--- config.mk ---
export PLATFORM = sky130hd
export DESIGN_NAME = readout_header_checker_core_flat
export DESIGN_NICKNAME = d
export VERILOG_FILES = /design/src/hw/rtl/rhc_pkg.sv /design/src/hw/rtl/rhc_if.sv /design/src/hw/rtl/readout_header_checker_core.sv /design/src/hw/rtl/rhc_csr.sv /design/src/hw/rtl/rhc_tracker.sv /design/src/flat_wrapper.sv
export SDC_FILE = /design/constraint.sdc
export NUM_CORES = 1
export LEC_CHECK = 0
export ABC_AREA = 1
export BUFFER_PORTS_ARGS = -buffer_cell sky130_fd_sc_hd__buf_2
export CAP_MARGIN = 10
export CORE_ASPECT_RATIO = 2
export CORE_MARGIN = 10
export CORE_UTILIZATION = 30
export DETAILED_ROUTE_END_ITERATION = 10
export RECOVER_POWER = 25
export SLEW_MARGIN = 20
export SYNTH_ARGS = -nofsm -noshare
export SYNTH_HDL_FRONTEND = slang
export SYNTH_SLANG_ARGS = --single-unit
--- constraint.sdc ---
create_clock -name clock -period 6.4 [get_ports clock]
set_input_delay 0.32 -clock clock [delete_from_list [all_inputs] [get_ports clock]]
set_output_delay 0.32 -clock clock [all_outputs]
set_load 0.1 [all_outputs]
--- src/hw/rtl/rhc_pkg.sv ---
// rhc_pkg: shared types and constants of the readout header checker
// no dependencies; imported by the interfaces and every checker module

package rhc_pkg;

   localparam int WORD_W      = 32;
   localparam int TRIG_W      = 4;
   localparam int STATUS_W    = 3;
   localparam int COUNTER_W   = 4;
   localparam int LEN_W       = 12;
   localparam int COUNT_W     = 6;
   localparam int TTYPE_W     = 2;
   localparam int CSR_INDEX_W = 2;
   localparam int CSR_DATA_W  = 6;

   // register indexes on the csr channel
   localparam logic [CSR_INDEX_W-1:0] CSR_BRANCH_INDEX    = 2'd0;
   localparam logic [CSR_INDEX_W-1:0] CSR_MODULE_COUNT    = 2'd1;
   localparam logic [CSR_INDEX_W-1:0] CSR_COMPRESSED_MODE = 2'd2;

   // reset values of the registers
   localparam logic [COUNT_W-1:0] MODULE_COUNT_RESET = 6'd1;

   // trigger type codes carried in header bits 19..16
   localparam logic [TTYPE_W-1:0] TT_COMPRESSED = 2'd1;
   localparam logic [TTYPE_W-1:0] TT_NORMAL     = 2'd2;

   // event trigger number that selects compressed data
   localparam logic [TRIG_W-1:0] TRIG_COMPRESSED = 4'd1;

   typedef enum logic [1:0] {
      PH_IDLE    = 2'd0,
      PH_HEADER  = 2'd1,
      PH_PAYLOAD = 2'd2
   } phase_type;

   typedef enum logic [STATUS_W-1:0] {
      ST_OK      = 3'd0,
      ST_BRANCH  = 3'd1,
      ST_CARD    = 3'd2,
      ST_TRIGGER = 3'd3,
      ST_COUNTER = 3'd4
   } status_type;

   typedef struct packed {
      logic               branch_index;
      logic [COUNT_W-1:0] module_count;
      logic               compressed_mode;
   } cfg_type;

   typedef struct packed {
      logic                 valid;
      status_type           status;
      logic [COUNTER_W-1:0] counter_expected;
   } result_type;

endpackage

--- src/hw/rtl/rhc_if.sv ---
// rhc_if: valid/ready channel interfaces of the readout header checker
// depends on rhc_pkg for the field widths

interface rhc_req_if import rhc_pkg::*; ();
   logic              valid;
   logic              ready;
   logic [WORD_W-1:0] data_word;
   logic              event_start;
   logic [TRIG_W-1:0] event_trigger;

   modport source (output valid, data_word, event_start, event_trigger, input ready);
   modport sink   (input valid, data_word, event_start, event_trigger, output ready);
endinterface

interface rhc_rsp_if import rhc_pkg::*; ();
   logic                 valid;
   logic                 ready;
   logic [STATUS_W-1:0]  status;
   logic [COUNTER_W-1:0] counter_expected;

   modport source (output valid, status, counter_expected, input ready);
   modport sink   (input valid, status, counter_expected, output ready);
endinterface

interface rhc_csr_if import rhc_pkg::*; ();
   logic                   valid;
   logic                   ready;
   logic [CSR_INDEX_W-1:0] reg_index;
   logic [CSR_DATA_W-1:0]  write_data;

   modport source (output valid, reg_index, write_data, input ready);
   modport sink   (input valid, reg_index, write_data, output ready);
endinterface

--- src/hw/rtl/readout_header_checker_core.sv ---
// readout_header_checker_core: top level of the readout header checker
// depends on rhc_pkg, rhc_if, rhc_csr and rhc_tracker
//
//   channel   dir  handshake     payload
//   req_chan  in   valid/ready   data_word[31:0] event_start event_trigger[3:0]
//   rsp_chan  out  valid/ready   status[2:0] counter_expected[3:0]
//   csr_chan  in   valid/ready   reg_index[1:0] write_data[5:0]
//
// one word per cycle unless rsp_chan stalls; results come from the result register
// the rate is set by the combinational tracker step between input and result registers
// synchronous active-high reset: idle, event counter zero, registers at their defaults
// a stalled result holds in the result register while one more word waits in the
// input register; req_chan.ready drops only when both are full and rsp_chan is stalled

module readout_header_checker_core import rhc_pkg::*; #(
   parameter int MAX_MODULES = 32
) (
   input  logic       clock,
   input  logic       reset,
   rhc_req_if.sink    req_chan,
   rhc_rsp_if.source  rsp_chan,
   rhc_csr_if.sink    csr_chan
);

   cfg_type    cfg;
   result_type res;

   // input register
   logic              s1_valid_ff, s1_valid_in;
   logic [WORD_W-1:0] s1_word_ff;
   logic              s1_start_ff;
   logic [TRIG_W-1:0] s1_trig_ff;

   // result register
   logic                 rsp_valid_ff, rsp_valid_in;
   logic [STATUS_W-1:0]  rsp_status_ff;
   logic [COUNTER_W-1:0] rsp_counter_ff;

   logic out_free;
   logic step;
   logic req_take;

   // the tracker may step whenever the result register can take a result
   assign out_free       = !rsp_valid_ff || rsp_chan.ready;
   assign step           = s1_valid_ff && out_free;
   assign req_chan.ready = !s1_valid_ff || out_free;
   assign req_take       = req_chan.valid && req_chan.ready;

   rhc_csr u_csr (
      .clock    (clock),
      .reset    (reset),
      .csr_chan (csr_chan),
      .cfg      (cfg)
   );

   rhc_tracker #(
      .MAX_MODULES (MAX_MODULES)
   ) u_tracker (
      .clock (clock),
      .reset (reset),
      .cfg   (cfg),
      .step  (step),
      .word  (s1_word_ff),
      .start (s1_start_ff),
      .trig  (s1_trig_ff),
      .res   (res)
   );

   // input stage occupancy
   always_comb begin
      if (req_take) begin
         s1_valid_in = 1'b1;
      end else if (step) begin
         s1_valid_in = 1'b0;
      end else begin
         s1_valid_in = s1_valid_ff;
      end
   end

   // result stage occupancy: a step with no result just drains a taken word
   always_comb begin
      if (step && res.valid) begin
         rsp_valid_in = 1'b1;
      end else if (rsp_chan.ready) begin
         rsp_valid_in = 1'b0;
      end else begin
         rsp_valid_in = rsp_valid_ff;
      end
   end

   always_ff @(posedge clock) begin
      if (reset) begin
         s1_valid_ff  <= 1'b0;
         rsp_valid_ff <= 1'b0;
      end else begin
         s1_valid_ff  <= s1_valid_in;
         rsp_valid_ff <= rsp_valid_in;
      end
   end

   // payload registers, no reset needed
   always_ff @(posedge clock) begin
      if (req_take) begin
         s1_word_ff  <= req_chan.data_word;
         s1_start_ff <= req_chan.event_start;
         s1_trig_ff  <= req_chan.event_trigger;
      end
      if (step && res.valid) begin
         rsp_status_ff  <= res.status;
         rsp_counter_ff <= res.counter_expected;
      end
   end

   assign rsp_chan.valid            = rsp_valid_ff;
   assign rsp_chan.status           = rsp_status_ff;
   assign rsp_chan.counter_expected = rsp_counter_ff;

   // a waiting word must not be lost or overwritten while the output is blocked
   a_hold_word: assert property (@(posedge clock) disable iff (reset)
      (s1_valid_ff && !out_free) |=> (s1_valid_ff && $stable(s1_word_ff)))
      else $error("input word dropped while the result stage was blocked");

endmodule

--- src/hw/rtl/rhc_csr.sv ---
// rhc_csr: configuration registers of the readout header checker
// depends on rhc_pkg and rhc_csr_if

module rhc_csr import rhc_pkg::*; (
   input  logic      clock,
   input  logic      reset,
   rhc_csr_if.sink   csr_chan,
   output cfg_type   cfg
);

   logic               branch_ff,   branch_in;
   logic [COUNT_W-1:0] count_ff,    count_in;
   logic               compress_ff, compress_in;

   assign csr_chan.ready = 1'b1;

   always_comb begin
      branch_in   = branch_ff;
      count_in    = count_ff;
      compress_in = compress_ff;
      if (csr_chan.valid) begin
         unique case (csr_chan.reg_index)
            CSR_BRANCH_INDEX:    branch_in   = csr_chan.write_data[0];
            CSR_MODULE_COUNT:    count_in    = csr_chan.write_data[COUNT_W-1:0];
            CSR_COMPRESSED_MODE: compress_in = csr_chan.write_data[0];
            default: ;
         endcase
      end
   end

   always_ff @(posedge clock) begin
      if (reset) begin
         branch_ff   <= 1'b0;
         count_ff    <= MODULE_COUNT_RESET;
         compress_ff <= 1'b0;
      end else begin
         branch_ff   <= branch_in;
         count_ff    <= count_in;
         compress_ff <= compress_in;
      end
   end

   assign cfg.branch_index    = branch_ff;
   assign cfg.module_count    = count_ff;
   assign cfg.compressed_mode = compress_ff;

endmodule

--- src/hw/rtl/rhc_tracker.sv ---
// rhc_tracker: event state machine and header checks, one word per step
// depends on rhc_pkg

module rhc_tracker import rhc_pkg::*; #(
   parameter int MAX_MODULES = 32
) (
   input  logic              clock,
   input  logic              reset,
   input  cfg_type           cfg,
   input  logic              step,
   input  logic [WORD_W-1:0] word,
   input  logic              start,
   input  logic [TRIG_W-1:0] trig,
   output result_type        res
);

   localparam int BD_W = $clog2(MAX_MODULES + 1);
   localparam logic [COUNT_W-1:0] MAX_CNT = COUNT_W'(MAX_MODULES);

   phase_type            phase_ff,   phase_in;
   logic [COUNTER_W-1:0] counter_ff, counter_in;
   logic [BD_W-1:0]      bd_ff,      bd_in;
   logic [LEN_W-1:0]     skip_ff,    skip_in;
   logic [TTYPE_W-1:0]   ett_ff,     ett_in;

   logic [COUNT_W-1:0]   eff_count;
   logic [TTYPE_W-1:0]   ett_cur;
   logic [BD_W-1:0]      bd_cur;
   logic [BD_W:0]        bd_inc;
   logic                 block_last;
   logic [LEN_W-1:0]     skip_dec;
   logic                 payload_end;
   logic                 empty_event;
   logic                 take_header;
   logic                 len_zero;
   status_type           hdr_status;

   // shared decode
   always_comb begin
      eff_count   = (cfg.module_count > MAX_CNT) ? MAX_CNT : cfg.module_count;
      ett_cur     = start ? ((cfg.compressed_mode && trig == TRIG_COMPRESSED) ?
                             TT_COMPRESSED : TT_NORMAL) : ett_ff;
      bd_cur      = start ? '0 : bd_ff;
      bd_inc      = {1'b0, bd_cur} + (BD_W + 1)'(1);
      block_last  = (COUNT_W + 1)'(bd_inc) >= (COUNT_W + 1)'(eff_count);
      skip_dec    = skip_ff - LEN_W'(1);
      payload_end = (skip_dec == '0);
      empty_event = start && (eff_count == '0);
      take_header = start ? (eff_count != '0) : (phase_ff == PH_HEADER);
      len_zero    = (word[LEN_W-1:0] == '0);
   end

   // header field checks, first failure wins
   always_comb begin
      if (word[27:24] != {3'b000, cfg.branch_index}) begin
         hdr_status = ST_BRANCH;
      end else if (word[23:20] == 4'd0 || {2'b00, word[23:20]} > eff_count) begin
         hdr_status = ST_CARD;
      end else if (word[19:16] != {2'b00, ett_cur}) begin
         hdr_status = ST_TRIGGER;
      end else if (word[15:12] != counter_ff) begin
         hdr_status = ST_COUNTER;
      end else begin
         hdr_status = ST_OK;
      end
   end

   // next state
   always_comb begin
      phase_in   = phase_ff;
      counter_in = counter_ff;
      bd_in      = bd_ff;
      skip_in    = skip_ff;
      ett_in     = ett_ff;
      if (step) begin
         if (start) begin
            ett_in  = ett_cur;
            bd_in   = '0;
            skip_in = '0;
         end
         if (empty_event) begin
            counter_in = counter_ff + COUNTER_W'(1);
            phase_in   = PH_IDLE;
         end else if (take_header) begin
            if (hdr_status != ST_OK) begin
               phase_in = PH_IDLE;
            end else begin
               skip_in = word[LEN_W-1:0];
               if (len_zero) begin
                  bd_in = bd_inc[BD_W-1:0];
                  if (block_last) begin
                     counter_in = counter_ff + COUNTER_W'(1);
                     phase_in   = PH_IDLE;
                  end else begin
                     phase_in = PH_HEADER;
                  end
               end else begin
                  phase_in = PH_PAYLOAD;
               end
            end
         end else begin
            unique case (phase_ff)
               PH_PAYLOAD: begin
                  skip_in = skip_dec;
                  if (payload_end) begin
                     bd_in = bd_inc[BD_W-1:0];
                     if (block_last) begin
                        counter_in = counter_ff + COUNTER_W'(1);
                        phase_in   = PH_IDLE;
                     end else begin
                        phase_in = PH_HEADER;
                     end
                  end
               end
               PH_IDLE, PH_HEADER: ;
               default: phase_in = PH_IDLE;
            endcase
         end
      end
   end

   // result
   always_comb begin
      res.valid            = 1'b0;
      res.status           = ST_OK;
      res.counter_expected = counter_ff;
      if (step) begin
         if (empty_event) begin
            res.valid = 1'b1;
         end else if (take_header) begin
            if (hdr_status != ST_OK) begin
               res.valid  = 1'b1;
               res.status = hdr_status;
            end else if (len_zero && block_last) begin
               res.valid = 1'b1;
            end
         end else if (phase_ff == PH_PAYLOAD && payload_end && block_last) begin
            res.valid = 1'b1;
         end
      end
   end

   always_ff @(posedge clock) begin
      if (reset) begin
         phase_ff   <= PH_IDLE;
         counter_ff <= '0;
         bd_ff      <= '0;
         skip_ff    <= '0;
         ett_ff     <= TT_NORMAL;
      end else begin
         phase_ff   <= phase_in;
         counter_ff <= counter_in;
         bd_ff      <= bd_in;
         skip_ff    <= skip_in;
         ett_ff     <= ett_in;
      end
   end

   a_ok_advances: assert property (@(posedge clock) disable iff (reset)
      (res.valid && res.status == ST_OK) |=> (counter_ff == $past(counter_ff) + 4'd1))
      else $error("event counter did not advance after ok");

   a_fail_idles: assert property (@(posedge clock) disable iff (reset)
      (res.valid && res.status != ST_OK) |=> (phase_ff == PH_IDLE))
      else $error("tracker left idle missing after a failure");

   a_idle_silent: assert property (@(posedge clock) disable iff (reset)
      (step && !start && phase_ff == PH_IDLE) |-> !res.valid)
      else $error("result produced from a word outside an event");

   a_bd_bound: assert property (@(posedge clock) disable iff (reset)
      (COUNT_W + 1)'(bd_ff) <= (COUNT_W + 1)'(MAX_MODULES))
      else $error("block count beyond module limit");

endmodule
--- src/flat_wrapper.sv ---
// flat-port wrapper written by rule: the top's interface ports become plain ports
module readout_header_checker_core_flat import rhc_pkg::*;
#(
   parameter int MAX_MODULES = 32
)
  (clock, reset, req_chan_valid, req_chan_data_word, req_chan_event_start, req_chan_event_trigger, req_chan_ready, rsp_chan_valid, rsp_chan_status, rsp_chan_counter_expected, rsp_chan_ready, csr_chan_valid, csr_chan_reg_index, csr_chan_write_data, csr_chan_ready);
  rhc_req_if req_chan_i ();
  rhc_rsp_if rsp_chan_i ();
  rhc_csr_if csr_chan_i ();
  input  logic clock;
  input  logic reset;
  input wire logic [$bits(req_chan_i.valid)-1:0] req_chan_valid;
  input wire logic [$bits(req_chan_i.data_word)-1:0] req_chan_data_word;
  input wire logic [$bits(req_chan_i.event_start)-1:0] req_chan_event_start;
  input wire logic [$bits(req_chan_i.event_trigger)-1:0] req_chan_event_trigger;
  output wire logic [$bits(req_chan_i.ready)-1:0] req_chan_ready;
  output wire logic [$bits(rsp_chan_i.valid)-1:0] rsp_chan_valid;
  output wire logic [$bits(rsp_chan_i.status)-1:0] rsp_chan_status;
  output wire logic [$bits(rsp_chan_i.counter_expected)-1:0] rsp_chan_counter_expected;
  input wire logic [$bits(rsp_chan_i.ready)-1:0] rsp_chan_ready;
  input wire logic [$bits(csr_chan_i.valid)-1:0] csr_chan_valid;
  input wire logic [$bits(csr_chan_i.reg_index)-1:0] csr_chan_reg_index;
  input wire logic [$bits(csr_chan_i.write_data)-1:0] csr_chan_write_data;
  output wire logic [$bits(csr_chan_i.ready)-1:0] csr_chan_ready;
  assign req_chan_i.valid = req_chan_valid;
  assign req_chan_i.data_word = req_chan_data_word;
  assign req_chan_i.event_start = req_chan_event_start;
  assign req_chan_i.event_trigger = req_chan_event_trigger;
  assign req_chan_ready = req_chan_i.ready;
  assign rsp_chan_valid = rsp_chan_i.valid;
  assign rsp_chan_status = rsp_chan_i.status;
  assign rsp_chan_counter_expected = rsp_chan_i.counter_expected;
  assign rsp_chan_i.ready = rsp_chan_ready;
  assign csr_chan_i.valid = csr_chan_valid;
  assign csr_chan_i.reg_index = csr_chan_reg_index;
  assign csr_chan_i.write_data = csr_chan_write_data;
  assign csr_chan_ready = csr_chan_i.ready;
  readout_header_checker_core #(.MAX_MODULES(MAX_MODULES)) u_core (.clock(clock), .reset(reset), .req_chan(req_chan_i), .rsp_chan(rsp_chan_i), .csr_chan(csr_chan_i));
endmodule
==> flow_summary.yaml, run 1 <==
outcome:
  outcome: "finished, final reports clean"
synth:
  synth_top_area_cell: "edfxtp_1"
  yosys-top-cells-count: "nand2_1, inv_1, nor2_1, edfxtp_1"
  synth_cell_types: 43
  synth-edff-count: 40
  yosysSeqAreaShare_pct: 43.9
  synthCells: 569
  synth-main-ff-cell: "edfxtp_1"
  ys_seq_elements: 76
  synth.most_common_cell: "nand2_1"
  async_reset_ff_share_pct: 0
  syn_nets: 631
  yosysTopAreaCellShare_pct: 27.4
  syn_area_per_cell_um2: 7.70
  synth_area_leaders: "edfxtp_1, dfxtp_1, nand2_1, inv_1, nor2_1"
  yosysWarnings: 0
  synth_area_um2: 4380
setup_path:
  end_kind: "register"
  worstSetupPathType: "reg2reg"
  arrival_ns: 3.49
  cp.required_ns: 6.43
  rrSetupSlack_ns: 2.94
  critPathLaunchType: "register"
  crit_fanout: 11
drt:
  drt_iter0_drc: 136
  drc_errors: 0
  drt_wl_total_um: 11500
  via_per_inst: 4.65
  first_pass_iters: 4
  via_count: 3815
  wl_per_cell_um: 14.0
  drtAntennaViolNets: 0
sta:
  max_freq_mhz: 289
  final_hold_viol_count: 0
  setup_viol: 0
  finalClockSkew_ns: 0.00870
  timing.final.crit_share_pct: 54.0
  fin_crit_ns: 3.46
  setup_tns_ns: 0
  slew_violations: 0
  rsz0062_at_grt: "false"
  relSlewSlack_pct: 31.4
  tightest_slew_ns: 1.03
floorplan:
  initial_utilization_pct: 30.5
  die_x_um: 105
  coreArea_um2: 14400
  die_h_um: 191
  rows: 62
  ios: 60
  dieArea_um2: 20100
layout:
  fill_cells: 1493
  syn_to_final_growth_pct: 17.4
  diodes: 0
  multi_input_area_um2: 2100
  ff_latch_area_um2: 1920
  finalNetCount: 686
  drive_above_1_share_pct: 17.2
clocking:
  clk_latency_ns: 0.34
  cts_resized: 0
  cts_tree: "done"
  htree_num_levels: 3
  clk_pin_slew_ns: 0.06
  clockBufferDepth: 2
  root_buffer: "clkbuf_16"
  cts_sinks: 76
  holdBufCountCts: 0
  cts_setup_buffers: 0
  cts_buffers: 9
power_and_ir_drop:
  power.leakage_uw: 0.00221
  totalPowerFinal_uw: 1210
  ir_drop_mv: 0.168
  p_per_area_nw_per_um2: 235
hold_path:
  hp-class: "in2reg"
global_route:
  gr-total-overflow: 0
  grt_util_all_layers_pct: 11.5
  grt_first_pass_wirelength_um: 18100
  antenna_found_initial: 0
  grt_max_degree: 34
  grt_pass1_vias: 3786
run:
  maxCapViolations: 0
placed_design:
  place_congestion: 0.882
  port_buffers: 54
  dpl.hpwl_um: 8880
==> registers in the layout, summed over array words and instances (netlist names) <==
signal,cells
u_core.rsp_chan.valid,1
u_core.u_tracker.phase_ff,2
u_core.u_tracker.bd_ff,6
u_core.rsp_chan.status,3
u_core.u_csr.branch_ff,1
u_core.s1_start_ff,1
u_core.u_tracker.skip_ff,12
u_core.s1_trig_ff,4
u_core.u_tracker.counter_ff,4
u_core.s1_word_ff,28
u_core.u_tracker.ett_ff,2
u_core.rsp_chan.counter_expected,4
u_core.u_csr.compress_ff,1
u_core.s1_valid_ff,1
u_core.u_csr.count_ff,6
==> final timing paths <==
| check | endpoint | start | cells past startpoint |
|---|---|---|---|
| setup / recovery | u_core.rsp_chan.counter_expected[2] | u_core.u_csr.count_ff[1] | 15 |
| hold / removal | u_core.s1_word_ff[9] | req_chan_data_word[9] | 1 |
| setup reg to reg | u_core.rsp_chan.counter_expected[2] | u_core.u_csr.count_ff[1] | 15 |
| hold reg to reg | u_core.u_tracker.bd_ff[1] | u_core.u_tracker.bd_ff[1] | 2 |
==> metrics by stage <==
step	setup slack, ns	utilization, %	hold slack (ns)	area [um2]	cells
finish	2.94	35.8	0.150	5140	821
global route	2.80	35.8	0.143	5140	821
CTS	2.92	35.8	0.137	5140	821
detailed placement	2.94	33.7	0.460	4830	805
global placement	2.99	33.7	0.453	4830	805
floorplan	3.31	-	0.419	4380	569
==> layout make-up <==
type,instances,share of cell area [%]
inverters,73,5.43
well taps,192,4.67
flip-flops and latches,76,37.4
clock inverters,5,1.51
clock buffers,11,4.53
multi-input cells,407,40.8
repair buffers,57,5.69
==> worst max-delay path, stage by stage, from the launching register on <==
cell and delay [ns]:
dfxtp_1 0.35, nor2_1 0.05, nand2_1 0.11, nor3_1 0.06
o21ai_0 0.35, ha_1 0.32, nand2_1 0.07, nand2_1 0.05
nand4_1 0.08, nand2_1 0.06, a21oi_1 0.16, nand4_1 0.59
nand2_2 0.47, nor2_1 0.13, inv_1 0.09, nand2_1 0.20
==> where the power goes <==
part / internal [uW] / leakage [uW] / switching (uW)
Sequential: 535 / 0.000677 / 11.2
Combinational: 37.7 / 0.00138 / 93.0
Clock: 340 / 0.000150 / 191
==> logic make-up after synthesis <==
group,share of synthesized area (%)
adder cells (fa/ha/maj),3.43
buffers and inverters,8.23
flip-flops,43.9
AND/OR/NAND/NOR,32.4
XOR/XNOR,2.40
other,0.0856
AO/OA/AOI/OAI,9.57
==> routing by layer <==
layer | routed length (um) | GRT usage [%]
met3 | 230 | 1.62
met5 | 0 | 0
met1 | 4010 | 9.53
met2 | 6800 | 23.2
met4 | 483 | 8.55
==> placed cells by master, fill, tap and decap left out, types with 3 or more instances in the layout <==
cell type / netlist / layout
o21ai_1: 4 / 4
nand2_1: 154 / 154
nor2_1: 62 / 62
nor4_1: 5 / 5
nor2_2: 9 / 9
buf_2: 2 / 54
inv_2: 5 / 5
o21bai_1: 3 / 3
o21ai_0: 20 / 20
nor3_1: 10 / 10
edfxtp_1: 40 / 40
inv_1: 65 / 65
nand3_2: 7 / 7
nand3_1: 30 / 30
clkbuf_16: 0 / 9
a21oi_1: 36 / 36
xor2_1: 8 / 8
nand4_1: 14 / 14
nor2_4: 3 / 3
a22oi_1: 4 / 4
xnor2_1: 4 / 4
ha_1: 12 / 12
dfxtp_1: 36 / 36
a31oi_1: 3 / 3
buf_4: 2 / 3
nand2_2: 3 / 3
Power figures use the tool's default switching activity.
==> run 2: changes to the inputs <==
==> constraint.sdc (replaced) <==
create_clock -name clock -period 3.21 [get_ports clock]
set_input_delay 0.1605 -clock clock [delete_from_list [all_inputs] [get_ports clock]]
set_output_delay 0.1605 -clock clock [all_outputs]
set_load 0.1 [all_outputs]
==> run 2 against run 1 <==
  * Fmax is 24% higher
  * Register-to-register slack worse by 2.5 ns
  * Utilization is 2.8 points higher
  * Design area is 7.7% higher
  * Die area stayed put
  * Sequential power is 100% higher
  * Critical path depth is 2 higher
  * Sequential share of layout area is 2.7 points lower
  * Combinational power is 130% higher
  * Cell count is 5.0% higher
==> flow_summary.yaml, run 2 (synthesis gave the netlist of run 1 again) <==
outcome:
  outcome: "finished, final reports clean"
layout:
  final_common_cell: "nand2_1"
  regMostFlops: "u_core.s1_word_ff"
  syn_to_final_growth_pct: 26.4
  finalNetCount: 727
  diodes: 0
  drive_above_1_share_pct: 17.6
  final_cell_area_um2: 5540
  largest_reg_flops: 28
  reg_top3: "u_core.s1_word_ff (28), u_core.u_tracker.skip_ff (12)"
  layout_common_cells: "nand2_1, inv_1, nor2_1"
drt:
  drc_errors: 0
  drtAntennaViolNets: 0
  first_pass_iters: 4
  drt_wl_total_um: 11800
  via_count: 3978
  drt_iter0_drc: 225
  via_per_inst: 4.61
  wl_per_cell_um: 13.7
sta:
  fin_ws_ns: 0.435
  rsz0062_at_grt: "false"
  timing.final.crit_share_pct: 86.5
  timing.hold.ws_ns: 0.0140
  setup_tns_ns: 0
  final_hold_viol_count: 0
  slew_violations: 0
  finalClockSkew_ns: 0.00938
  max_freq_mhz: 360
  tightest_slew_ns: 0.619
  fin_crit_ns: 2.78
  relSlewSlack_pct: 58.8
  setup_viol: 0
global_route:
  gr-total-overflow: 0
  grt_max_degree: 34
  grt_first_pass_wirelength_um: 19300
  antenna_found_initial: 0
  grt_util_all_layers_pct: 12.1
  grt_pass1_vias: 4137
floorplan:
  dieArea_um2: 20100
  die_h_um: 191
  coreArea_um2: 14400
  ios: 60
  initial_utilization_pct: 30.5
  die_x_um: 105
  rows: 62
placed_design:
  port_buffers: 54
  placedInstanceArea_um2: 4900
  post-place-ws_ns: 0.410
  dpl.hpwl_um: 9190
  place_congestion: 0.864
power_and_ir_drop:
  switching_share_pct: 24.7
  totalPowerFinal_uw: 2460
  combPwrFrac_pct: 12.0
  p_sw_uw: 609
  power.leakage_uw: 0.00238
  seqPwrFrac_pct: 44.2
  clockPowerShare_pct: 43.8
  p_per_area_nw_per_um2: 445
  p_int_uw: 1850
  ir_drop_mv: 0.348
setup_path:
  cp.required_ns: 3.47
  r2r_start: "u_core.u_csr.count_ff[3]"
  critPathLaunchType: "register"
  worstSetupPathType: "reg2reg"
  arrival_ns: 3.03
  end_kind: "register"
  worstRegToRegCells: 17
  rrSetupSlack_ns: 0.43
  r2r-end: "u_core.u_tracker.counter_ff[3]"
  crit_fanout: 7
clocking:
  clk_pin_slew_ns: 0.06
  cts_setup_buffers: 0
  cts_tree: "done"
  clockBufferDepth: 2
  cts_buffers: 9
  root_buffer: "clkbuf_16"
  clk_latency_ns: 0.34
  htree_num_levels: 3
  cts_sinks: 76
hold_path:
  worstHoldPathCells: 1
  whs_endpoint: "u_core.s1_word_ff[8]"
  worstHoldStart: "req_chan_data_word[8]"
  hp-class: "in2reg"
run:
  maxCapViolations: 0
## run 2: cell types whose count changed in the layout (fill, tap and decap cells not counted), sizes merged
cell,change
clkinvlp,+1
clkbuf,-1
dlygate4sd3,+32
buf,+9
## run 2: power groups by stage
stage | combinational (uW) | clock [uW] | sequential, uW
global placement | 266 | 0 | 1110
finish | 296 | 1080 | 1090
global route | 329 | 1140 | 1090
floorplan | 153 | 0 | 1140
CTS | 299 | 1110 | 1090
detailed placement | 268 | 0 | 1110
## run 2: what timing repair did
action / CTS / global route
hold buffers: 32 / 0
endpoints found under the hold margin: 32 / 0
gates resized for setup: 0 / 0
## run 2: metrics by stage
step / util, % / instances
after floorplan: - / 569
after global placement: 34.1 / 814
after detailed placement: 34.1 / 814
after CTS: 38.6 / 862
after global routing: 38.6 / 862
final: 38.6 / 862
## run 2: layer usage
metal  GRT usage [%]  wire, um  vias up
li1                -         -     2058
met1            9.77      3960     1816
met2            24.6      6970       70
met3            2.06       223       34
met4            9.29       682        0
met5               0         0        -
## run 2: final cells by class
cell class | instances | area, um2
Clock inverter | 6 | 88.8
Timing Repair Buffer | 98 | 681
Multi-Input combinational cell | 407 | 2100
Tap cell | 192 | 240
Sequential cell | 76 | 1920
Fill cell | 1487 | 8810
Clock buffer | 10 | 229
Inverter | 73 | 279
## run 2: worst max-delay path by stage
stage                                   startpoint                                  end
after floorplan              u_core.rsp_chan.valid                   u_core.s1_start_ff
after global routing            u_core.s1_start_ff  u_core.rsp_chan.counter_expected[1]
after global placement          u_core.s1_start_ff  u_core.rsp_chan.counter_expected[0]
final                     u_core.u_csr.count_ff[3]       u_core.u_tracker.counter_ff[3]
after CTS                       u_core.s1_start_ff  u_core.rsp_chan.counter_expected[2]
after detailed placement        u_core.s1_start_ff  u_core.rsp_chan.counter_expected[3]
## run 2: critical path, stage by stage, from the launching register on
cell and delay, ns:
dfxtp_1 0.32, inv_1 0.05, nand2_1 0.12, nor3_1 0.06
o21ai_0 0.37, ha_1 0.32, nand2_1 0.07, nand2_1 0.05
nand4_1 0.08, nand2_1 0.07, a21oi_1 0.14, nand4_1 0.27
nand2_2 0.16, buf_4 0.18, nand3_2 0.13, inv_2 0.12
nand2_1 0.05, a21oi_1 0.12
